File: src/sv/ring_fifo_overwrite_search_defines.svh
// Assertion helpers for the RTL file that checks its own logic.
`ifndef RING_FIFO_OVERWRITE_SEARCH_DEFINES_SVH
`define RING_FIFO_OVERWRITE_SEARCH_DEFINES_SVH

// Same-cycle implication, sampled on clk, off while rst_n is low.
`define RFOS_ASSERT_NOW(label, ante, cons, msg) \
  label: assert property (@(posedge clk) disable iff (!rst_n) (ante) |-> (cons)) \
    else $error(msg);

// Next-cycle implication, sampled on clk, off while rst_n is low.
`define RFOS_ASSERT_NEXT(label, ante, cons, msg) \
  label: assert property (@(posedge clk) disable iff (!rst_n) (ante) |=> (cons)) \
    else $error(msg);

`endif

File: src/sv/rfos_pkg.sv
package rfos_pkg;

  localparam int RING_DEPTH_DEF   = 16;
  localparam int ELEMENT_BITS_DEF = 32;

  localparam int CMD_W      = 3;
  localparam int POS_W      = 4;
  localparam int CNT_OUT_W  = 4;
  localparam int CFG_IDX_W  = 2;
  localparam int CFG_DATA_W = 5;

  // slots_in_use after reset, before clamping to the ring depth
  localparam int SLOTS_RESET = 16;

  localparam logic [CFG_IDX_W-1:0] REG_OVERFLOW_MODE = 2'd0;
  localparam logic [CFG_IDX_W-1:0] REG_SLOTS_IN_USE  = 2'd1;

  typedef enum logic [CMD_W-1:0] {
    CMD_PUSH   = 3'd0,
    CMD_POP    = 3'd1,
    CMD_READ   = 3'd2,
    CMD_WRITE  = 3'd3,
    CMD_SEARCH = 3'd4,
    CMD_CLEAR  = 3'd5
  } cmd_t;

  typedef enum logic [1:0] {
    STAT_OK    = 2'd0,
    STAT_EMPTY = 2'd1,
    STAT_FULL  = 2'd2,
    STAT_INDEX = 2'd3
  } stat_t;

  // Broadcast controls from the sequencer to every cell
  typedef struct packed {
    logic wr;    // store wdata in the cell addressed by wptr
    logic seed;  // place the search token on the cell addressed by seed_ptr
    logic adv;   // move the token one cell toward the newest entry
    logic clr;   // drop the token
  } cell_ctl_t;

  // What one cell reports back
  typedef struct packed {
    logic fwd;   // token leaves toward the next cell
    logic wrap;  // token leaves the last slot in use, back to cell 0
    logic hit;   // token sits here and the entry equals the key
  } cell_st_t;

endpackage

File: src/sv/ring_fifo_overwrite_search.sv
// Circular FIFO with overwrite and search. The ring is a row of cells, one
// element each, of which slots_in_use (clamped to 2..RING_DEPTH) are used; one
// slot always stays empty, so capacity is slots_in_use - 1. Push, pop, read at
// index, write at index, clear and unknown commands are each handled when accepted: the
// result is registered and the next command is taken in the following cycle
// as long as the result side keeps up. Search seeds a token on the oldest
// cell and hands it from cell to cell, one compare per cycle, and holds the
// input until the matching entry is found or all entry_count entries have
// been compared; a search of an empty FIFO is answered without a walk.
// Writing slots_in_use empties the FIFO. Every result carries entry_count and
// free_slots after the command. Stored elements power up undefined.
`include "ring_fifo_overwrite_search_defines.svh"

module ring_fifo_overwrite_search #(
  parameter int RING_DEPTH   = rfos_pkg::RING_DEPTH_DEF,
  parameter int ELEMENT_BITS = rfos_pkg::ELEMENT_BITS_DEF
) (
  input  logic                              clk,
  input  logic                              rst_n,
  // configuration
  input  logic                              cfg_we,
  input  logic [rfos_pkg::CFG_IDX_W-1:0]    cfg_index,
  input  logic [rfos_pkg::CFG_DATA_W-1:0]   cfg_data,
  // commands
  input  logic                              in_valid,
  output logic                              in_stall,
  input  logic [rfos_pkg::CMD_W-1:0]        in_command,
  input  logic [rfos_pkg::POS_W-1:0]        in_position,
  input  logic [ELEMENT_BITS-1:0]           in_data_in,
  // results
  output logic                              out_valid,
  input  logic                              out_stall,
  output logic [1:0]                        out_status,
  output logic [ELEMENT_BITS-1:0]           out_data_out,
  output logic [rfos_pkg::CNT_OUT_W-1:0]    out_entry_count,
  output logic [rfos_pkg::CNT_OUT_W-1:0]    out_free_slots
);

  localparam int PTR_W = $clog2(RING_DEPTH);
  localparam int CNT_W = PTR_W + 1;
  localparam int SW    = ((CNT_W > rfos_pkg::POS_W) ? CNT_W : rfos_pkg::POS_W) + 1;
  localparam int SLOTS_RST_INT =
    (RING_DEPTH < rfos_pkg::SLOTS_RESET) ? RING_DEPTH : rfos_pkg::SLOTS_RESET;
  localparam logic [CNT_W-1:0] SLOTS_RST = CNT_W'(SLOTS_RST_INT);
  localparam logic [CNT_W-1:0] SLOTS_MIN = CNT_W'(2);
  localparam logic [CNT_W-1:0] SLOTS_MAX = CNT_W'(RING_DEPTH);

  typedef enum logic [1:0] {
    S_IDLE = 2'b01,
    S_WALK = 2'b10
  } state_t;

  // ---------------------------------------------------------------------
  // Ring arithmetic
  // ---------------------------------------------------------------------
  function automatic logic [PTR_W-1:0] ring_next(input logic [PTR_W-1:0] p,
                                                 input logic [PTR_W-1:0] lst);
    return (p == lst) ? '0 : p + PTR_W'(1);
  endfunction

  function automatic logic [PTR_W-1:0] held(input logic [PTR_W-1:0] o,
                                            input logic [PTR_W-1:0] w,
                                            input logic [CNT_W-1:0] slots);
    logic [CNT_W-1:0] wrapped;
    wrapped = slots - CNT_W'(o) + CNT_W'(w);
    return (w >= o) ? (w - o) : wrapped[PTR_W-1:0];
  endfunction

  // ---------------------------------------------------------------------
  // State
  // ---------------------------------------------------------------------
  state_t                    state_r, state_nxt;
  logic                      mode_r, mode_nxt;
  logic [CNT_W-1:0]          slots_r, slots_nxt;
  logic [PTR_W-1:0]          oldest_r, oldest_nxt;
  logic [PTR_W-1:0]          wptr_r, wptr_nxt;
  logic [PTR_W-1:0]          remain_r, remain_nxt;
  logic [ELEMENT_BITS-1:0]   key_r;

  logic                      out_valid_r, out_valid_nxt;
  rfos_pkg::stat_t           out_status_r, res_status;
  logic [ELEMENT_BITS-1:0]   out_data_r, res_data;
  logic [PTR_W-1:0]          out_count_r, res_count;
  logic [CNT_W-1:0]          out_free_r, res_free;

  // ---------------------------------------------------------------------
  // Cell row
  // ---------------------------------------------------------------------
  rfos_pkg::cell_ctl_t       ctl;
  rfos_pkg::cell_st_t        cell_st   [RING_DEPTH];
  logic [ELEMENT_BITS-1:0]   cell_data [RING_DEPTH];
  logic [RING_DEPTH-1:0]     fwd_vec, wrap_vec, hit_vec, tok_vec;
  logic [PTR_W-1:0]          last_ptr;
  logic [PTR_W-1:0]          waddr, raddr;
  logic [ELEMENT_BITS-1:0]   rd_data;

  assign last_ptr = PTR_W'(slots_r - CNT_W'(1));

  for (genvar i = 0; i < RING_DEPTH; i++) begin : g_cell
    logic tok_in;
    if (i == 0) begin : g_head
      // the token re-enters at cell 0 from whichever cell is the last in use
      assign tok_in = |wrap_vec;
    end else begin : g_body
      assign tok_in = fwd_vec[i-1];
    end

    rfos_cell #(
      .ELEMENT_BITS (ELEMENT_BITS),
      .PTR_W        (PTR_W),
      .IDX          (i)
    ) u_cell (
      .clk      (clk),
      .rst_n    (rst_n),
      .ctl      (ctl),
      .wptr     (waddr),
      .seed_ptr (oldest_r),
      .last_ptr (last_ptr),
      .wdata    (in_data_in),
      .key      (key_r),
      .tok_in   (tok_in),
      .data     (cell_data[i]),
      .st       (cell_st[i])
    );

    assign fwd_vec[i]  = cell_st[i].fwd;
    assign wrap_vec[i] = cell_st[i].wrap;
    assign hit_vec[i]  = cell_st[i].hit;
    assign tok_vec[i]  = cell_st[i].fwd | cell_st[i].wrap;
  end

  assign rd_data = cell_data[raddr];

  // ---------------------------------------------------------------------
  // Handshake
  // ---------------------------------------------------------------------
  logic accept;
  logic load_out;

  // hold the input while walking, or while a finished result is refused
  assign in_stall = (state_r == S_WALK) || (out_valid_r && out_stall);
  assign accept   = in_valid && !in_stall;

  // ---------------------------------------------------------------------
  // Command decode and sequencing
  // ---------------------------------------------------------------------
  logic [PTR_W-1:0] cnt_cur;
  logic [SW-1:0]    idx_sum;
  logic [PTR_W-1:0] idx;
  logic             idx_bad;
  logic             full;

  assign cnt_cur = held(oldest_r, wptr_r, slots_r);
  assign full    = (ring_next(wptr_r, last_ptr) == oldest_r);
  assign idx_bad = (SW'(in_position) >= SW'(cnt_cur));

  always_comb begin
    idx_sum = SW'(oldest_r) + SW'(in_position);
    if (idx_sum >= SW'(slots_r)) begin
      idx_sum = idx_sum - SW'(slots_r);
    end
    idx = idx_sum[PTR_W-1:0];
  end

  always_comb begin
    state_nxt  = state_r;
    mode_nxt   = mode_r;
    slots_nxt  = slots_r;
    oldest_nxt = oldest_r;
    wptr_nxt   = wptr_r;
    remain_nxt = remain_r;
    ctl        = '0;
    waddr      = idx;
    raddr      = idx;
    load_out   = 1'b0;
    res_status = rfos_pkg::STAT_OK;
    res_data   = '0;

    if (accept) begin
      load_out = 1'b1;
      case (rfos_pkg::cmd_t'(in_command))
        rfos_pkg::CMD_PUSH: begin
          waddr = wptr_r;
          if (full && !mode_r) begin
            res_status = rfos_pkg::STAT_FULL;
          end else begin
            if (full) begin
              // drop the oldest entry to make room
              oldest_nxt = ring_next(oldest_r, last_ptr);
            end
            ctl.wr   = 1'b1;
            wptr_nxt = ring_next(wptr_r, last_ptr);
          end
        end
        rfos_pkg::CMD_POP: begin
          raddr = oldest_r;
          if (cnt_cur == '0) begin
            res_status = rfos_pkg::STAT_EMPTY;
          end else begin
            res_data   = rd_data;
            oldest_nxt = ring_next(oldest_r, last_ptr);
          end
        end
        rfos_pkg::CMD_READ: begin
          if (idx_bad) begin
            res_status = rfos_pkg::STAT_INDEX;
          end else begin
            res_data = rd_data;
          end
        end
        rfos_pkg::CMD_WRITE: begin
          if (idx_bad) begin
            res_status = rfos_pkg::STAT_INDEX;
          end else begin
            ctl.wr = 1'b1;
          end
        end
        rfos_pkg::CMD_SEARCH: begin
          if (cnt_cur == '0) begin
            res_status = rfos_pkg::STAT_EMPTY;
          end else begin
            // seed the token on the oldest cell and start the walk
            load_out   = 1'b0;
            ctl.seed   = 1'b1;
            remain_nxt = cnt_cur;
            state_nxt  = S_WALK;
          end
        end
        rfos_pkg::CMD_CLEAR: begin
          oldest_nxt = '0;
          wptr_nxt   = '0;
        end
        default: begin
          res_status = rfos_pkg::STAT_INDEX;
        end
      endcase
    end

    if (state_r == S_WALK) begin
      if (|hit_vec) begin
        load_out   = 1'b1;
        ctl.clr    = 1'b1;
        state_nxt  = S_IDLE;
      end else if (remain_r == PTR_W'(1)) begin
        load_out   = 1'b1;
        res_status = rfos_pkg::STAT_EMPTY;
        ctl.clr    = 1'b1;
        state_nxt  = S_IDLE;
      end else begin
        ctl.adv    = 1'b1;
        remain_nxt = remain_r - PTR_W'(1);
      end
    end

    // configuration writes must arrive only while idle; the block does not enforce this
    if (cfg_we) begin
      case (cfg_index)
        rfos_pkg::REG_OVERFLOW_MODE: begin
          mode_nxt = cfg_data[0];
        end
        rfos_pkg::REG_SLOTS_IN_USE: begin
          if (cfg_data < rfos_pkg::CFG_DATA_W'(2)) begin
            slots_nxt = SLOTS_MIN;
          end else if (int'(cfg_data) > RING_DEPTH) begin
            slots_nxt = SLOTS_MAX;
          end else begin
            slots_nxt = CNT_W'(cfg_data);
          end
          oldest_nxt = '0;
          wptr_nxt   = '0;
        end
        default: begin
        end
      endcase
    end
  end

  // fill level reported with every result, taken after the command
  assign res_count = held(oldest_nxt, wptr_nxt, slots_r);
  assign res_free  = slots_r - CNT_W'(1) - CNT_W'(res_count);

  // the output register frees when its transfer completes
  always_comb begin
    out_valid_nxt = out_valid_r;
    if (load_out) begin
      out_valid_nxt = 1'b1;
    end else if (out_valid_r && !out_stall) begin
      out_valid_nxt = 1'b0;
    end
  end

  always_ff @(posedge clk) begin
    if (!rst_n) begin
      state_r     <= S_IDLE;
      mode_r      <= 1'b0;
      slots_r     <= SLOTS_RST;
      oldest_r    <= '0;
      wptr_r      <= '0;
      remain_r    <= '0;
      out_valid_r <= 1'b0;
    end else begin
      state_r     <= state_nxt;
      mode_r      <= mode_nxt;
      slots_r     <= slots_nxt;
      oldest_r    <= oldest_nxt;
      wptr_r      <= wptr_nxt;
      remain_r    <= remain_nxt;
      out_valid_r <= out_valid_nxt;
    end
  end

  always_ff @(posedge clk) begin
    if (ctl.seed) begin
      key_r <= in_data_in;
    end
    if (load_out) begin
      out_status_r <= res_status;
      out_data_r   <= res_data;
      out_count_r  <= res_count;
      out_free_r   <= res_free;
    end
  end

  assign out_valid       = out_valid_r;
  assign out_status      = out_status_r;
  assign out_data_out    = out_data_r;
  assign out_entry_count = rfos_pkg::CNT_OUT_W'(out_count_r);
  assign out_free_slots  = rfos_pkg::CNT_OUT_W'(out_free_r);

  // ---------------------------------------------------------------------
  // Checks
  // ---------------------------------------------------------------------
  `RFOS_ASSERT_NOW(a_tok_onehot, 1'b1, $onehot0(tok_vec), "search token on more than one cell")
  `RFOS_ASSERT_NOW(a_walk_has_tok, state_r == S_WALK, $onehot(tok_vec), "walk without token")
  `RFOS_ASSERT_NOW(a_no_clobber, load_out, !(out_valid_r && out_stall), "result overwritten")
  `RFOS_ASSERT_NOW(a_count_cap, 1'b1, CNT_W'(cnt_cur) < slots_r, "count beyond capacity")
  `RFOS_ASSERT_NEXT(a_seed_walk, ctl.seed, state_r == S_WALK, "seed without walk")

endmodule

File: src/sv/rfos_cell.sv
module rfos_cell #(
  parameter int ELEMENT_BITS = rfos_pkg::ELEMENT_BITS_DEF,
  parameter int PTR_W        = 4,
  parameter int IDX          = 0
) (
  input  logic                    clk,
  input  logic                    rst_n,
  input  rfos_pkg::cell_ctl_t     ctl,
  input  logic [PTR_W-1:0]        wptr,
  input  logic [PTR_W-1:0]        seed_ptr,
  input  logic [PTR_W-1:0]        last_ptr,
  input  logic [ELEMENT_BITS-1:0] wdata,
  input  logic [ELEMENT_BITS-1:0] key,
  input  logic                    tok_in,
  output logic [ELEMENT_BITS-1:0] data,
  output rfos_pkg::cell_st_t      st
);

  localparam logic [PTR_W-1:0] MY_IDX = PTR_W'(IDX);

  logic [ELEMENT_BITS-1:0] data_r;
  logic                    tok_r;
  logic                    tok_nxt;
  logic                    is_last;

  assign is_last = (last_ptr == MY_IDX);

  always_comb begin
    tok_nxt = tok_r;
    if (ctl.seed) begin
      tok_nxt = (seed_ptr == MY_IDX);
    end else if (ctl.clr) begin
      tok_nxt = 1'b0;
    end else if (ctl.adv) begin
      tok_nxt = tok_in;
    end
  end

  always_ff @(posedge clk) begin
    if (!rst_n) begin
      tok_r <= 1'b0;
    end else begin
      tok_r <= tok_nxt;
    end
  end

  always_ff @(posedge clk) begin
    if (ctl.wr && (wptr == MY_IDX)) begin
      data_r <= wdata;
    end
  end

  assign data    = data_r;
  assign st.fwd  = tok_r && !is_last;
  assign st.wrap = tok_r && is_last;
  assign st.hit  = tok_r && (data_r == key);

endmodule
File: config.mk
export PLATFORM = sky130hd
export DESIGN_NAME = ring_fifo_overwrite_search
export DESIGN_NICKNAME = d
export VERILOG_FILES = /design/src/sv/rfos_pkg.sv /design/src/sv/ring_fifo_overwrite_search.sv /design/src/sv/rfos_cell.sv
export VERILOG_INCLUDE_DIRS = /design/src /design/src/sv
export SDC_FILE = /design/constraint.sdc
export NUM_CORES = 1
export LEC_CHECK = 0
export BUFFER_PORTS_ARGS = -buffer_cell sky130_fd_sc_hd__buf_4
export CAP_MARGIN = 0
export CORE_UTILIZATION = 60
export DETAILED_ROUTE_END_ITERATION = 8
export MAX_ROUTING_LAYER = met4
export PLACE_DENSITY = 0.79
export SLEW_MARGIN = 0
export SYNTH_ARGS = -nofsm -noshare
export SYNTH_HDL_FRONTEND = slang
export SYNTH_HIERARCHICAL = 1
export SYNTH_SLANG_ARGS = --single-unit
File: constraint.sdc
create_clock -name clk -period 14.5 [get_ports clk]
set_input_delay 1.45 -clock clk [delete_from_list [all_inputs] [get_ports clk]]
set_output_delay 1.45 -clock clk [all_outputs]
set_load 0.1 [all_outputs]
==> impl_metrics.toml, run 1 <==
[sta]
hold_ws_ns = 0.454
setup_viol = 0
maxSlewViolCount = 0
final.setup.worst_slack_ns = 7.18
slew_headroom_pct = 6.18
fin_tns_setup_ns = 0
fin_crit_sh_pct = 50.5
fmax_mhz = 137
worst_pin_slew_ns = 1.39
report.final.hold_viol_count = 0
rsz0062_at_grt = "false"
min_period_ns = 7.32
fin_skew_ns = 0.0304

[cts]
htree_levels = 3
numClockSinks = 623
cts_inserted_buffers = 66
clock_path_buffers = 3
cts.clk_slew.worst_paths_ns = 0.06
clockRootBuffer = "clkbuf_16"
tritoncts = "done"
postCtsHoldBufs = 0
cts_setup_buffers = 0
insertion_delay_ns = 0.62
post_cts_resize_count = 0

[floorplan]
die_area_mm2 = 0.0545
ios = 95
die_w_um = 233
coreArea_mm2 = 0.0528
num_rows = 84
die_h_um = 233
start_util_pct = 60.9

[setup_path]
critical_path.max_fanout = 17
crit_required_ns = 14.84
cp-end-kind = "flop"
r2r_start = "slots_r[0]"
worstSetupStartpoint = "slots_r[0]"
startpoint_type = "flop"
ff2ff_path_depth = 26
reg2reg_to = "out_free_r[3]"
worstSetupPathType = "flop to flop"
rrSetupSlack_ns = 7.18
critPathArrivalTime_ns = 7.66
crit_path_end = "out_free_r[3]"

[layout]
final_cell_area_mm2 = 0.0360
nNetsFinal = 2660
area_growth_pct = 12.1
fin_cells = 3301
final_util_pct = 68.2
layout-drive-gt1-share_pct = 13.5
n_antenna_cell = 0

[run]
max_cap_viol_count = 0

[power]
power_mw = 4.19
leakage_nw = 12.4
powerDensity_mw_per_mm2 = 116
ir_drop_uv = 121

[yosys]
yosysWarnings = 6
syn_nets = 2544
synth_cells = 2447
netlist_area_mm2 = 0.0321
syn_area_per_cell_um2 = 13.1

[route]
drtIter0Drc = 3150
vias_per_cell = 6.82
final_antenna_net_count = 0
wirelength_um = 94700
drc = 16
wl_per_cell_um = 28.7
drt_pass1_iterations = 8
route.vias.total = 22515

[global_routing]
overflow = 0
grt_usage_pct = 36.3
grt_pass1_wl_um = 140000
first_global_vias = 22145
grt_max_degree = 69
antenna_found_initial = 0

[placement]
hpwl_um = 60400
placed_cell_area_mm2 = 0.0338
place_ws_ns = 7.32
io_buffer_count = 94
gp_congestion = 1.06
dp_cells = 3183

[status]
status = "complete, but fails checks"
violations = "DRC"

[hold_path]
min_path_type = "flop to flop"
cells in the final DEF (no fill, tap or decap), drive strengths merged, types with 64 or more instances in the layout:
cell type  count
edfxtp       586
xor2         503
nand2        172
buf          132
nor4         126
clkbuf        80
and3          73
nor3          69
a211oi        68
nor2          67
a311oi        65
mux4          64
critical path: stages, from the launching register on:
cell and delay (ns):
dfxtp_1 0.64, inv_1 0.39, ha_1 0.50, xnor2_1 0.26, nor2_1 0.11, and3_4 0.17
o41a_1 0.43, and4b_2 0.39, nand2_1 0.07, nand2_1 0.10, nand2_1 0.06, o21ai_0 0.28
and2_1 0.18, ha_1 0.19, inv_1 0.10, fa_1 0.46, a21o_1 0.18, a21o_1 0.17
a21oi_1 0.60, mux2_2 0.43, ha_1 0.29, a21o_1 0.16, a21oi_1 0.17, xnor2_1 0.25
and3b_1 0.23, mux2i_1 0.12, nand4_1 0.11
metal layers:
layer / global-route usage (%) / part of all wire (%)
met3: 7.23 / 12
met5: - / 0
met2: 54.9 / 47
met4: 21.0 / 6.0
met1: 45.9 / 36
cell type report:
type	count	area, µm²
Fill cell	3559	16800
Clock buffer	80	1810
Clock inverter	38	393
Sequential cell	623	18300
Timing Repair Buffer	132	991
Inverter	51	191
Multi-Input combinational cell	1689	13400
Tap cell	688	861
how the worst min path moves through the flow:
stage	end	cells after the start	startpoint
final	state_r[0]	1	state_r[0]
after global routing	state_r[0]	1	state_r[0]
after CTS	state_r[0]	1	state_r[0]
after detailed placement	state_r[0]	1	state_r[0]
after global placement	state_r[0]	1	state_r[0]
after floorplan	state_r[0]	1	state_r[0]
sequential cells by signal, summed over array words and instances, names as in the netlist:
signal               flops
g_cell.u_cell/data     512
g_cell.u_cell/tok_r     16
key_r                   32
mode_r                   1
oldest_r                 4
out_data_out            32
out_entry_count          4
out_free_r               4
out_status               2
out_valid                1
remain_r                 4
slots_r                  5
state_r                  2
wptr_r                   4
power by group:
part	leakage [nW]	switching (mW)	internal, mW
logic	5.73	0.310	0.131
registers	5.60	0.0172	1.99
clock network	1.08	0.706	1.03
Power figures use the tool's default switching activity.
==> run 2, diff against run 1 <==
--- a/config.mk
+++ b/config.mk
@@ -6,12 +6,13 @@
 export SDC_FILE = /design/constraint.sdc
 export NUM_CORES = 1
 export LEC_CHECK = 0
+export ABC_AREA = 1
 export BUFFER_PORTS_ARGS = -buffer_cell sky130_fd_sc_hd__buf_4
 export CAP_MARGIN = 0
-export CORE_UTILIZATION = 60
+export CORE_UTILIZATION = 58
 export DETAILED_ROUTE_END_ITERATION = 8
 export MAX_ROUTING_LAYER = met4
-export PLACE_DENSITY = 0.79
+export PLACE_DENSITY = 0.8
 export SLEW_MARGIN = 0
 export SYNTH_ARGS = -nofsm -noshare
 export SYNTH_HDL_FRONTEND = slang
==> constraint.sdc (replaced) <==
create_clock -name clk -period 6.2 [get_ports clk]
set_input_delay 0.62 -clock clk [delete_from_list [all_inputs] [get_ports clk]]
set_output_delay 0.62 -clock clk [all_outputs]
set_load 0.1 [all_outputs]
==> impl_metrics.toml, run 2 <==
[sta]
rsz0062_at_grt = "false"
setup_viol = 0
hold_ws_ns = 0.255
worst_pin_slew_ns = 1.20
fin_skew_ns = 0.0365
report.final.hold_viol_count = 0
maxSlewViolCount = 0
slew_headroom_pct = 19.9
fin_tns_setup_ns = 0
min_period_ns = 5.77
fin_crit_sh_pct = 93.1
fmax_mhz = 173

[global_routing]
grt_pass1_wl_um = 172000
groute.layer.met1.usage_pct = 46.2
use_met3_pct = 6.34
grt_usage_pct = 36.6
busiest_layer = "met2"
first_global_vias = 29635
overflow = 0
antenna_found_initial = 2
use_met2_pct = 56.1
grt_max_degree = 153

[yosys]
yosysWarnings = 6
syn_nets = 4769
netlist_area_mm2 = 0.0366
syn_area_per_cell_um2 = 7.83
synth_cells = 4672

[layout]
final_cell_area_mm2 = 0.0408
nNetsFinal = 4888
final_cell_mix = "nand2_1, inv_1, edfxtp_1"
final_util_pct = 65.7
largest_reg_flops = 512
layout-drive-gt1-share_pct = 8.96
fin_cells = 5682
area_growth_pct = 11.5
final_common_cell = "nand2_1"

[route]
vias_per_cell = 5.57
wirelength_um = 114000
drc = 0
drt_pass1_iterations = 8
wl_per_cell_um = 20.0
final_antenna_net_count = 0
route.vias.total = 31635
drtIter0Drc = 4082

[hold_path]
min_path_type = "input pin to flop"
hold_depth = 3
hold_path.startpoint = "cfg_data[4]"
whs_endpoint = "slots_r[4]"

[power]
powerDensity_mw_per_mm2 = 273
switchingPower_mw = 3.60
leakage_nw = 18.6
internal_power_mw = 7.55
clock_power_share_pct = 35.4
switching_share_pct = 32.3
seqPwrFrac_pct = 42.8
ir_drop_uv = 218
p_comb_share_pct = 21.8

[cts]
cts_inserted_buffers = 70
postCtsHoldBufs = 0
numClockSinks = 623
insertion_delay_ns = 0.64
cts.clk_slew.worst_paths_ns = 0.05
clockRootBuffer = "clkbuf_16"
tritoncts = "done"
clock_path_buffers = 3
htree_levels = 3

[setup_path]
ff2ff_path_depth = 27
critical_path.max_fanout = 7
critPathArrivalTime_ns = 6.14
rrSetupSlack_ns = 0.43
slowest_stage = "fa_1"
worstSetupPathType = "flop to flop"
cp-end-kind = "flop"
startpoint_type = "flop"
r2r_start = "slots_r[1]"
critical-path-top-delay-family = "adder cells"
reg2reg_to = "out_free_r[3]"
slowest_delay_ns = 0.56
crit_required_ns = 6.57
cp_num_buf_inv = 7

[status]
status = "finished clean"

[floorplan]
die_h_um = 253
ios = 95
coreArea_mm2 = 0.0621
die_w_um = 253
start_util_pct = 59.0
die_area_mm2 = 0.0641
num_rows = 91

[run]
max_cap_viol_count = 0

[placement]
io_buffer_count = 94
dp_cells = 5555
placed_cell_area_mm2 = 0.0387
gp_congestion = 0.984
hpwl_um = 74100
-- run 2: tightest hold or removal path: cells and delay by family --
kind	cells	cell delay [ns]
AO/OA/AOI/OAI	1	0.07
buffers and inverters	1	0.09
AND/OR/NAND/NOR	1	0.05
-- run 2: per-stage QoR --
step,worst slack [ns],total power [mW]
3_5_place_dp,0.207,7.21
2_1_floorplan,-1.14,6.46
4_1_cts,0.194,11.1
6_report,0.427,11.1
5_1_grt,0.0360,11.5
3_3_place_gp,0.420,7.18
-- run 2: worst max path at each step --
stage	startpoint	endpoint	slack (ns)	depth (start not counted)
after global placement	wptr_r[1]	out_free_r[3]	0.42	29
after detailed placement	wptr_r[0]	out_free_r[3]	0.21	30
after global routing	slots_r[2]	out_free_r[3]	0.04	32
after floorplan	in_position[0]	g_cell[9].u_cell/data[0]	-1.14	15
final	slots_r[1]	out_free_r[3]	0.43	27
after CTS	wptr_r[0]	out_free_r[3]	0.19	30
-- run 2: what timing repair did --
item | in CTS | in global routing
setup endpoints to repair | 0 | 1
gates resized for setup | 0 | 5
setup buffers | 0 | 1
-- run 2: routing by layer --
layer	share of wire, %	routed length [µm]
met5	0	0
met4	5.9	6700
met2	46	51800
met3	11	12600
met1	37	42500
-- run 2: layout make-up --
cell class	instances	area (µm²)
Antenna cell	2	5.00
Clock buffer	87	1830
Clock inverter	37	275
Fill cell	5118	21300
Inverter	778	2930
Multi-Input combinational cell	3161	15000
Sequential cell	623	18300
Tap cell	837	1050
Timing Repair Buffer	157	1320
-- run 2: power by group through the flow --
stage / sequential [mW] / clock [mW] / combinational (mW)
detailed placement: 4.86 / 0 / 2.35
CTS: 4.77 / 3.96 / 2.37
global route: 4.78 / 4.11 / 2.61
global placement: 4.86 / 0 / 2.32
floorplan: 5.10 / 0 / 1.36
finish: 4.77 / 3.94 / 2.43
